==> src/rtl/pli_pkg.sv <==
// ----------------------------------------------------------------------------
// pli_pkg
// Shared types and constants of the piecewise-linear interpolator.
// ----------------------------------------------------------------------------
`default_nettype none

package pli_pkg;

	localparam int MAX_POINTS_DEF = 128;

	// request kinds
	localparam logic REQ_APPEND = 1'b0;
	localparam logic REQ_QUERY  = 1'b1;

	// result status codes
	localparam logic [1:0] STATUS_OK       = 2'd0;
	localparam logic [1:0] STATUS_NO_BELOW = 2'd1;
	localparam logic [1:0] STATUS_NO_ABOVE = 2'd2;
	localparam logic [1:0] STATUS_EMPTY    = 2'd3;

	// restoring divider: one quotient bit per step
	localparam int DIV_STEPS = 32;
	localparam int DIV_CNT_W = $clog2(DIV_STEPS);

	typedef struct packed {
		logic append;      // store vertex from request
		logic load_query;  // latch query x, reset scan
		logic scan;        // walk vertex memory
		logic prep;        // form span, offset, |dy|
		logic mul;         // |dy| * offset
		logic div;         // one divider step
		logic load_out;    // capture result into output register
	} pli_cmd_t;

	typedef struct packed {
		logic scan_done;
		logic need_div;
		logic div_done;
		logic out_free;
	} pli_sts_t;

endpackage

`default_nettype wire

==> src/rtl/pli_ctrl.sv <==
// ----------------------------------------------------------------------------
// pli_ctrl
// Sequencer: accept, scan, prep, multiply, divide, deliver.
// ----------------------------------------------------------------------------
`default_nettype none

module pli_ctrl (
	input  wire logic              clk,
	input  wire logic              arst_n,
	input  wire logic              req_valid,
	input  wire logic              req_type,
	output logic                   req_ready,
	output pli_pkg::pli_cmd_t      cmd,
	input  wire pli_pkg::pli_sts_t sts
);

	localparam logic [2:0] ST_IDLE = 3'd0;
	localparam logic [2:0] ST_SCAN = 3'd1;
	localparam logic [2:0] ST_PREP = 3'd2;
	localparam logic [2:0] ST_MUL  = 3'd3;
	localparam logic [2:0] ST_DIV  = 3'd4;
	localparam logic [2:0] ST_FIN  = 3'd5;

	logic [2:0] state_q;
	logic [2:0] state_nxt;

	assign req_ready = (state_q == ST_IDLE);

	always_comb begin
		cmd       = '0;
		state_nxt = state_q;
		unique case (state_q)
			ST_IDLE: begin
				if (req_valid) begin
					if (req_type == pli_pkg::REQ_QUERY) begin
						cmd.load_query = 1'b1;
						state_nxt      = ST_SCAN;
					end else begin
						cmd.append = 1'b1;
					end
				end
			end
			ST_SCAN: begin
				cmd.scan = 1'b1;
				if (sts.scan_done) begin
					state_nxt = sts.need_div ? ST_PREP : ST_FIN;
				end
			end
			ST_PREP: begin
				cmd.prep  = 1'b1;
				state_nxt = ST_MUL;
			end
			ST_MUL: begin
				cmd.mul   = 1'b1;
				state_nxt = ST_DIV;
			end
			ST_DIV: begin
				cmd.div = 1'b1;
				if (sts.div_done) begin
					state_nxt = ST_FIN;
				end
			end
			ST_FIN: begin
				if (sts.out_free) begin
					cmd.load_out = 1'b1;
					state_nxt    = ST_IDLE;
				end
			end
			default: begin
				state_nxt = ST_IDLE;
			end
		endcase
	end

	always_ff @(posedge clk or negedge arst_n) begin
		if (!arst_n) begin
			state_q <= ST_IDLE;
		end else begin
			state_q <= state_nxt;
		end
	end

endmodule

`default_nettype wire

==> config.mk <==
export PLATFORM = sky130hd
export DESIGN_NAME = pli_ctrl
export DESIGN_NICKNAME = d
export VERILOG_FILES = /design/src/rtl/pli_pkg.sv /design/src/rtl/pli_ctrl.sv
export SDC_FILE = /design/constraint.sdc
export NUM_CORES = 1
export LEC_CHECK = 0
export BUFFER_PORTS_ARGS = -buffer_cell sky130_fd_sc_hd__buf_2
export CORE_AREA = 8 8 45 47
export DETAILED_ROUTE_END_ITERATION = 8
export DIE_AREA = 0 0 53 55
export HOLD_SLACK_MARGIN = 0.1
export PLACE_DENSITY = 0.54
export SLEW_MARGIN = 20
export SYNTH_ARGS = -nofsm -noshare
export SYNTH_HDL_FRONTEND = slang
export SYNTH_SLANG_ARGS = --single-unit
==> constraint.sdc <==
create_clock -name clk -period 2.55 [get_ports clk]
set_input_delay 0.6375 -clock clk [delete_from_list [all_inputs] [get_ports clk]]
set_output_delay 0.6375 -clock clk [all_outputs]
set_load 0.01 [all_outputs]
======== Yosys cells after proc, flatten, opt, wreduce, memory -nomap -nowiden ========
Index checks and enable logic that the tools add are counted.
word-level totals
  logic and storage cells ................. 30
  register bits after elaboration ......... 3
  output and inout port bits .............. 8
cells by class
  equality and inequality tests ........... 10
  reductions and logical operators ........ 2
  multiplexer cells ....................... 17
operators with widths
  operator                                        count
  two-way mux 3 bit                               6
  one-hot mux 3 bit (6 select lines)              1
  inequality test 2 bit (second input constant)   5
  two-way mux 1 bit                               8
  == test 3 x 2 -> 1 bit (second input constant)  2
  == test 3 bit (second input constant)           2
  AND reduction 5 bit                             1
  two-way mux 2 bit                               2
  == test 3 x 1 -> 1 bit (second input constant)  1
  logical NOT 3 bit                               1

======== Longest topological paths before layout ========
Gate-level depths: netlist of the first run.
  depth in word-level cells ............... 3
  depth in mapped cells ................... 4

======== Worst setup path before layout of the first run ========
OpenSTA, ideal clock, no wires.
  path type ............................... reg-to-output
  start ................................... register state_q[0]
  end ..................................... output cmd[6] (netlist bit)
  arrival ................................. 1,013 ps
  setup slack ............................. 899 ps
  stages on the path, launching flop included .. 5
  cells stage by stage .................... dfrtp_1 buf_4 nor3_4 nand2_1 nor2_1
RTL lines
  what                      RTL line        RTL
  start: declaration        pli_ctrl.sv:24  logic [2:0] state_q;
  start signal: assignment  pli_ctrl.sv:79  state_q <= state_nxt;
  end: declaration          pli_ctrl.sv:13  output pli_pkg::pli_cmd_t cmd,

==> out/metrics.yaml, run 1 <==
timing:
  period_needed_ns: 1.98
  hold_violations: 0
  finalCritPeriodShare_pct: 77.8
  hold_ws_ns: 0.195
  slew_headroom_pct: 69.5
  finClkSkew_ns: 0.000530
  setup_viol: 0
  final-max-slew-violation-count: 0
  worstMarginPinSlew_ns: 0.458
  setup_tns_ns: 0
  rsz0062_at_grt: "false"
  layout_setup_ws_ns: 0.566
  max_freq_ghz: 0.504
cells_and_area:
  synthToLayoutAreaGrowth_pct: 33.9
  num-fill-cells: 162
  largest_register: "state_q"
  layout-drive-gt1-share_pct: 51.0
  largest_reg_flops: 3
  fin_util_pct: 27.1
  diodes: 0
  top_regs: "state_q: 3 flops"
  final_nets: 58
critical_path:
  r2r_start: "state_q[2]"
  crit_fanout: 12
  crit_type: "flip-flop to output port"
  crit_arrival_ns: 1.35
  path_buf_inv: 1
  end_kind: "output port"
  start_kind: "flip-flop"
  cp.required_ns: 1.91
  crit_chain: "nor3_4 -> and3_1 -> buf_2"
  crit_family: "flip-flops"
  cpPeakStageDelay_ns: 0.52
  cp_slowest_cell: "dfrtp_1"
  critPathLaunch: "state_q[2]"
global_route:
  grt_pass1_wl_um: 1250
  antenna_found_initial: 0
  track_usage_pct: 6.08
  gr-total-overflow: 0
  grt_pass1_vias: 298
  grt_max_degree: 13
floorplan:
  die_w_um: 53
  fp.coreArea_um2: 1380
  initial_core_util_pct: 20.3
  rows: 14
  die_height_um: 55
  io_pins: 16
  fp.dieArea_um2: 2920
power_and_ir_drop:
  finalPower_mw: 0.411
  p_per_area_nw_per_um2: 1090
  leakagePower_nw: 0.182
  ir_drop_mv: 0.270
cts:
  h-tree-depth: 1
  cts_buffers: 3
  cts_sinks: 3
  cts_hold_buf: 0
  cts_setup_buffers: 0
  cts_tree: "built"
  clk_pin_slew_ns: 0.04
  cts_root_buf: "clkbuf_4"
  clockBufferDepth: 2
  cts_resized: 0
  clk_latency_ns: 0.23
routing:
  routed_wl_um: 690
  firstDrtPassIters: 3
  vias_per_cell: 4.20
  drtIter0Drc: 4
  drcViolationCount: 0
  ant_nets: 0
  dr_total_vias: 273
  wire_per_inst_um: 10.6
synthesis:
  ys_types: 19
  yosysWarnings: 0
  synthesis.area_um2: 280
  synth_area_leaders: "dfrtp_1, nand2_1, nor2_1, nor3_4, a221oi_2"
  synth_fa_ha_area_share_pct: 0
  synth.area.mux_share_pct: 0
  synth-seq-cells: 3
  avgSynthCellArea_um2: 8.49
  synth-compound-area-share_pct: 21.9
  synth_top_family_by_area: "simple AND/OR/NAND/NOR gates"
  netlist.area_leader.share_pct: 26.8
  yosys.area_share.simple_pct: 42.0
  synth_xor_area_share_pct: 0
  syn-num-nets: 41
  synth_area_leader_cell: "dfrtp_1"
  syn-instance-count: 33
  ys_seq_area_share_pct: 26.8
outcome:
  outcome: "finished clean"
placed_design:
  dp_slack_ns: 0.800
  dp_hpwl_um: 544
  port_buffers: 15
  globalplace.congestion: 0.674
run:
  cap_violations: 0
hold_path:
  hp-class: "input pin to asynchronous set/reset pin"
==> synthesized netlist by cell type <==
master,number
and3_1,1
buf_4,2
o21a_2,1
buf_6,1
nor2b_1,1
or2_1,1
a221oi_2,1
dfrtp_1,3
o21ai_2,1
or2b_1,1
nor3b_2,1
a21oi_1,2
nand2b_4,1
nor2_1,5
a21oi_2,1
nor3b_1,1
nor3_4,1
nand2_1,6
o21ai_0,2
==> logic make-up after synthesis <==
kind of cell    after synthesis
compound gates                8
simple gates                 19
buf+inv                       3
flops                         3
==> where the power goes <==
part / total, mW / switching (mW) / internal, mW
clock network: 0.0818 / 0.0232 / 0.0586
registers: 0.142 / 0.0745 / 0.0675
logic: 0.187 / 0.0851 / 0.102
total: 0.411 / 0.183 / 0.228
==> area by class of cell <==
| type | instances | area (µm²) | area share, % |
|---|---|---|---|
| well taps | 16 | 20.0 | 5.33 |
| flip-flops and latches | 3 | 75.1 | 20.0 |
| multi-input cells | 27 | 179 | 47.7 |
| clock buffers | 4 | 26.3 | 7.00 |
| repair buffers | 15 | 75.1 | 20.0 |
==> cells in the final DEF, fill, tap and decap left out, drive strengths merged <==
cell    instances
nor2            5
nor3            1
clkbuf          4
nor3b           2
buf            15
o21a            1
nor2b           1
or2b            1
a221oi          1
o21ai           3
or2             1
nand2b          1
a21oi           3
dfrtp           3
and3            1
nand2           6
==> routing by layer <==
metal  vias to the layer above  track usage [%]  wire (µm)
met2                         6             9.57        389
met4                         0             6.47          0
met5                         -                0          0
met3                         0             3.21         42
li1                        144                -          -
met1                       123             5.36        257
==> final timing paths <==
check,end,slack [ns],cells after the start
worst min-delay path,state_q[1],0.20,1
min in group clk,state_q[0],0.67,3
worst max-delay path,cmd[5],0.57,3
worst max register to register,state_q[0],1.37,3
worst min register to register,state_q[1],0.68,1
max in group asynchronous,state_q[2],2.25,1
==> through the flow <==
stage	cells	instance area (µm²)
global route	65	375
global placement	61	349
finish	65	375
floorplan	33	280
CTS	65	375
detailed placement	61	349
(Power assumes the default switching activity.)
==> run 2, diff against run 1 <==
- ABC_AREA: not set -> 1
- PLACE_DENSITY: 0.54 -> 0.57
- clock period: 2.55 -> 1.6 ns (I/O delays scaled with it)
==> run 2 against run 1 <==
  * Via count is 35% higher
  * Utilization increased by 5.4 points
  * Final cell count increased by 37%
  * Area after synthesis increased by 5.8%
  * Critical path depth is 2 higher
  * Critical endpoint is now cmd[1]
  * Cell area grew 20%
  * Critical path type unchanged
  * Clock power rose by 60%
  * Die area is the same
  * Register-to-register slack worse by 0.96 ns
  * Sequential share of layout area decreased by 2.5 points
  * First-iteration DRC count stayed put
  * Combinational power grew to 3.1 times the previous value
  * Highest routed layer is now met4
==> out/metrics.yaml, run 2 <==
routing:
  dr_total_vias: 369  # +35%
  ant_nets: 0  # unchanged
  wire_per_inst_um: 9.53  # -10%
  drcViolationCount: 0  # unchanged
  vias_per_cell: 4.15  # -1.3%
  routed_wl_um: 848  # +23%
  drtIter0Drc: 4  # unchanged
  firstDrtPassIters: 2  # -1
critical_path:
  r2r_start: "state_q[0]"
  cp.required_ns: 1.20  # -0.71 ns
  start_kind: "flip-flop"
  crit_type: "flip-flop to output port"
  crit_fanout: 5  # -7
  critPathLaunch: "state_q[1]"
  end_kind: "output port"
  crit_arrival_ns: 1.16  # -0.19 ns
timing:
  slew_headroom_pct: 84.9  # +15 points
  setup_tns_ns: 0  # unchanged
  setup_viol: 0  # unchanged
  hold_violations: 0  # unchanged
  finClkSkew_ns: 0.00162  # +0.00109 ns
  finalCritPeriodShare_pct: 97.5
  rsz0062_at_grt: "true"
  layout_setup_ws_ns: 0.0402  # -0.526 ns
  worstMarginPinSlew_ns: 0.224  # -0.233 ns
  final-max-slew-violation-count: 0  # unchanged
  period_needed_ns: 1.56
  max_freq_ghz: 0.641
synthesis:
  ys_seq_area_share_pct: 25.3  # -1.5 points
  postSynth.asyncResetShare_pct: 100  # unchanged
  ys_types: 13  # -6
  yosysMostFrequentCell: "nand2_1"
  synth-seq-cells: 3  # unchanged
  synth_edf_count: 0  # unchanged
  ys.flop_type: "dfrtp_1"
  synth_area_leader_cell: "dfrtp_1"
  syn-instance-count: 51  # +55%
  synth_area_leaders: "dfrtp_1, nand2_1, nor2_2, inv_1, nor2_1"
  synthesis.area_um2: 297  # +5.8%
  yosysWarnings: 0  # unchanged
  synthTopCellsByCount: "nand2_1, inv_1, nor2_1, nand3_1, nor2_2"
  avgSynthCellArea_um2: 5.81  # -32%
  netlist.area_leader.share_pct: 25.3  # -1.5 points
  syn-num-nets: 59  # +44%
cells_and_area:
  top_regs: "state_q: 3 flops"
  diodes: 0  # unchanged
  final_cell_count_no_fill: 89  # +37%
  largest_reg_flops: 3  # unchanged
  num-fill-cells: 160  # -1.2%
  layout-drive-gt1-share_pct: 46.6  # -4.4 points
  synthToLayoutAreaGrowth_pct: 51.9
  final_nets: 82  # +41%
  layout.cells.most_common: "buf_2"
  design_area_um2: 450  # +20%
  layout_common_cells: "buf_2, nand2_1, inv_1, nor2_1, nand3_1"
  largest_register: "state_q"
power_and_ir_drop:
  power_frac_comb_pct: 63.9  # +18 points
  ir_drop_mv: 0.811  # +200%
  leakagePower_nw: 0.269  # +48%
  seqPwrFrac_pct: 21.5  # -13 points
  p_per_area_nw_per_um2: 2000  # +82%
  switchingPower_mw: 0.444  # +140%
  internal_power_mw: 0.455  # +100%
  switching_share_pct: 49.4  # +4.8 points
  pwr-share-clk_pct: 14.6  # -5.3 points
floorplan:
  die_w_um: 53  # unchanged
  initial_core_util_pct: 21.4  # +1.2 points
  io_pins: 16  # unchanged
  fp.coreArea_um2: 1380  # unchanged
  die_height_um: 55  # unchanged
  fp.dieArea_um2: 2920  # unchanged
  rows: 14  # unchanged
placed_design:
  dp_slack_ns: 0.231  # -0.569 ns
  placed_cells: 83  # +36%
  globalplace.congestion: 0.809  # +20%
  dp_hpwl_um: 738  # +36%
  port_buffers: 15  # unchanged
  placed_cell_area_um2: 395  # +13%
cts:
  cts_tree: "built"
  clockBufferDepth: 2  # unchanged
  clk_latency_ns: 0.23  # about the same
  h-tree-depth: 1  # unchanged
  cts_root_buf: "clkbuf_4"
  clk_pin_slew_ns: 0.04  # about the same
  cts_buffers: 3  # unchanged
  cts_sinks: 3  # unchanged
global_route:
  antenna_found_initial: 0  # unchanged
  grt_max_degree: 9  # -4
  gr-total-overflow: 0  # unchanged
  track_usage_pct: 7.27  # +1.2 points
  grt_pass1_vias: 384  # +29%
  grt_pass1_wl_um: 1500  # +21%
outcome:
  outcome: "finished clean"
hold_path:
  hp-class: "input pin to asynchronous set/reset pin"
run:
  cap_violations: 0  # unchanged
-- run 2: cell count changes after synthesis, sizes merged, moves of 5 or more --
cell,change
inv,+9
nor2,+7
nand3,+5
nand2,+9
-- run 2: cells by family after synthesis --
group,synth area share (%)
buffers and inverters,15.2
DFF,25.3
and+or+nand+nor,54.4
AOI/OAI and AO/OA,5.06
-- run 2: power groups by stage --
stage / logic (mW) / clock network, mW / registers, mW
after floorplan: 0.397 / 0 / 0.153
after global placement: 0.531 / 0 / 0.180
after detailed placement: 0.539 / 0 / 0.182
after CTS: 0.565 / 0.139 / 0.181
after global routing: 0.672 / 0.142 / 0.204
final: 0.575 / 0.131 / 0.193
-- run 2: layout make-up --
class	instances	area [µm²]	share of cell area [%]
repair buffers	19	108	23.9
inverters	9	33.8	7.50
flip-flops and latches	3	78.8	17.5
multi-input cells	38	184	40.8
well taps	16	20.0	4.44
clock buffers	4	26.3	5.83
-- run 2: timing repair --
item                       4_1_cts  5_1_grt
cloned                           0        0
setup buffers                    1        0
hold endpoints to repair         3        0
resized for setup                1        5
hold buffers                     1        0
pin swaps                        0        1
setup endpoints to repair        2        4
-- run 2: final timing paths --
check | to | slack (ns) | depth (start not counted)
setup / recovery | cmd[1] | 0.04 | 5
hold / removal | state_q[0] | 0.49 | 2
setup reg to reg | state_q[1] | 0.41 | 6
hold reg to reg | state_q[0] | 0.58 | 2
max in group asynchronous | state_q[2] | 0.98 | 2
min in group clk | state_q[1] | 0.52 | 3
-- run 2: worst max-delay path, cell delays in order, from the launching register on --
cell     delay, ns
dfrtp_2       0.44
nor2_4        0.13
buf_4         0.14
nand2_2       0.05
inv_1         0.05
buf_2         0.12
-- run 2: through the flow --
step | hold slack, ns | power, mW | utilization [%]
6_report | 0.495 | 0.899 | 32.5
3_5_place_dp | 0.203 | 0.722 | 28.6
3_3_place_gp | 0.196 | 0.711 | 28.6
2_1_floorplan | 0.104 | 0.550 | -
4_1_cts | 0.487 | 0.885 | 31.8
5_1_grt | 0.504 | 1.02 | 32.5
-- run 2: metal layers --
metal | global-route usage (%) | routed length, µm | vias to the layer above | share of wire (%)
li1 | - | - | 197 | -
met1 | 6.23 | 305 | 159 | 36
met2 | 11.1 | 444 | 11 | 52
met3 | 3.74 | 83 | 2 | 9.8
met4 | 9.05 | 14 | 0 | 1.7
met5 | 0 | 0 | - | 0
==> run 3, diff against run 2 <==
- PLACE_DENSITY: 0.57 -> 0.52
==> run 3 against run 2 <==
  * Clock power hardly changed
  * Fmax is 0.35% higher
  * Sequential cell count stayed put
  * Global-route usage is 0.051 points lower
  * Critical path type unchanged
  * Critical endpoint unchanged
  * Largest cell class unchanged
  * Highest routed layer is now met3
==> out/metrics.yaml, run 3 (synthesized netlist as in run 2, its figures left out) <==
global_route:
  grt_max_degree: 9  # unchanged
  grt_pass1_wl_um: 1570  # +4.1%
  gr-total-overflow: 0  # unchanged
  track_usage_pct: 7.22  # -0.051 points
  antenna_found_initial: 0  # unchanged
  grt_pass1_vias: 373  # -2.9%
routing:
  drcViolationCount: 0  # unchanged
  drtIter0Drc: 9  # +5
  vias_per_cell: 4.19  # +0.98%
  ant_nets: 0  # unchanged
  wire_per_inst_um: 10.3  # +8.2%
  dr_total_vias: 381  # +3.3%
  firstDrtPassIters: 4  # +2
  routed_wl_um: 938  # +11%
cts:
  h-tree-depth: 1  # unchanged
  cts_tree: "built"
  clockBufferDepth: 2  # unchanged
  cts_buffers: 3  # unchanged
  clk_pin_slew_ns: 0.04  # about the same
  cts_root_buf: "clkbuf_4"
  clk_latency_ns: 0.24  # about the same
  cts_sinks: 3  # unchanged
cells_and_area:
  multi_input_area_um2: 199  # +8.2%
  largest_register: "state_q"
  top_regs: "state_q: 3 flops"
  layout-drive-gt1-share_pct: 50.7  # +4.1 points
  num-fill-cells: 159  # -0.63%
  final_nets: 84  # +2.4%
  layout_common_cells: "buf_2, nand2_1, inv_1, nor2_1"
  largest_reg_flops: 3  # unchanged
  layout.cells.most_common: "buf_2"
  diodes: 0  # unchanged
  final_cell_count_no_fill: 91  # +2.2%
  synthToLayoutAreaGrowth_pct: 62.9
  seq_area_um2: 77.6  # -1.6%
timing:
  period_needed_ns: 1.55  # -0.00537 ns
  finalCritPeriodShare_pct: 97.2  # -0.34 points
  worstMarginPinSlew_ns: 0.165  # -0.0593 ns
  final-max-slew-violation-count: 0  # unchanged
  finClkSkew_ns: 0.00576  # +0.00414 ns
  setup_viol: 0  # unchanged
  hold_violations: 0  # unchanged
  max_freq_ghz: 0.643  # +0.35%
  slew_headroom_pct: 88.9  # +4.0 points
  rsz0062_at_grt: "true"
power_and_ir_drop:
  finalPower_mw: 0.985  # +9.6%
  p_per_area_nw_per_um2: 2040  # +2.2%
  ir_drop_mv: 0.727  # -10%
  leakagePower_nw: 0.286  # +6.2%
critical_path:
  start_kind: "flip-flop"
  crit_arrival_ns: 1.15  # about the same
  rr_endpoint: "state_q[2]"
  cp.required_ns: 1.20  # about the same
  worstRegToRegCells: 8  # +2
  r2r_start: "state_q[0]"
  crit_fanout: 5  # unchanged
  end_kind: "output port"
  r2r_slack_ns: 0.44  # +0.03 ns
  crit_type: "flip-flop to output port"
floorplan:
  fp.dieArea_um2: 2920  # unchanged
  die_height_um: 55  # unchanged
  rows: 14  # unchanged
  die_w_um: 53  # unchanged
  fp.coreArea_um2: 1380  # unchanged
  initial_core_util_pct: 21.4  # unchanged
  io_pins: 16  # unchanged
placed_design:
  globalplace.congestion: 0.780  # -3.6%
  placed_cells: 83  # unchanged
  port_buffers: 15  # unchanged
  dp_hpwl_um: 703  # -4.7%
outcome:
  outcome: "finished clean"
hold_path:
  hp-class: "input pin to asynchronous set/reset pin"
run:
  cap_violations: 0  # unchanged
## run 3: cell types whose count changed in the layout (fill, tap and decap cells not counted)
cell / delta
nor3_2: +2
buf_6: +1
dfrtp_1: +1
nand3_1: -1
nor3_1: -2
nand3_2: +1
dfrtp_2: -1
buf_4: +1
## run 3: timing repair
action                                  in CTS  in global routing
endpoints found under the setup margin       3                  6
resized for setup                            2                  7
cloned                                       0                  0
endpoints found under the hold margin        3                  0
pin swaps                                    1                  1
buffers inserted                             2                  1
hold buffers                                 1                  0
## run 3: worst max-delay path by stage
stage / start / endpoint / slack [ns] / cells past startpoint
floorplan: state_q[0] / cmd[6] / 0.14 / 5
global placement: state_q[1] / cmd[6] / 0.15 / 6
detailed placement: state_q[1] / cmd[6] / 0.14 / 6
CTS: state_q[0] / cmd[3] / -0.0002 / 3
global route: state_q[1] / cmd[6] / -0.04 / 6
finish: state_q[1] / cmd[1] / 0.05 / 5
## run 3: cell type report
| type | count | share of cell area, % |
|---|---|---|
| multi-input cells | 38 | 41.2 |
| repair buffers | 21 | 26.2 |
| flip-flops and latches | 3 | 16.1 |
| inverters | 9 | 6.99 |
| clock buffers | 4 | 5.44 |
| well taps | 16 | 4.15 |
## run 3: report_power, final
group          switching [mW]  total [mW]  internal [mW]
combinational           0.376       0.670          0.294
sequential             0.0633       0.181          0.118
clock                  0.0406       0.134         0.0935
## run 3: critical path, stage by stage (launching register included)
cell and delay (ns):
dfrtp_2 0.45, nor2_4 0.12, buf_4 0.14, nand2_2 0.05
inv_1 0.05, buf_2 0.12
## run 3: layer usage
| layer | vias to the layer above | GRT usage [%] | wire (µm) |
|---|---|---|---|
| met5 | - | 0 | 0 |
| li1 | 202 | - | - |
| met1 | 167 | 7.15 | 414 |
| met4 | 0 | 3.88 | 0 |
| met3 | 0 | 2.94 | 41 |
| met2 | 12 | 12.7 | 482 |
## run 3: stage by stage
step / utilization, % / cell area (µm²) / setup TNS [ns] / worst slack [ns] / hold WS, ns
after floorplan: - / 297 / 0 / 0.140 / 0.104
after global placement: 28.6 / 395 / 0 / 0.154 / 0.198
after detailed placement: 28.6 / 395 / 0 / 0.135 / 0.200
after CTS: 32.7 / 453 / -0.000243 / -0.000243 / 0.472
after global routing: 34.9 / 483 / -0.0441 / -0.0433 / 0.498
final: 34.9 / 483 / 0 / 0.0456 / 0.486
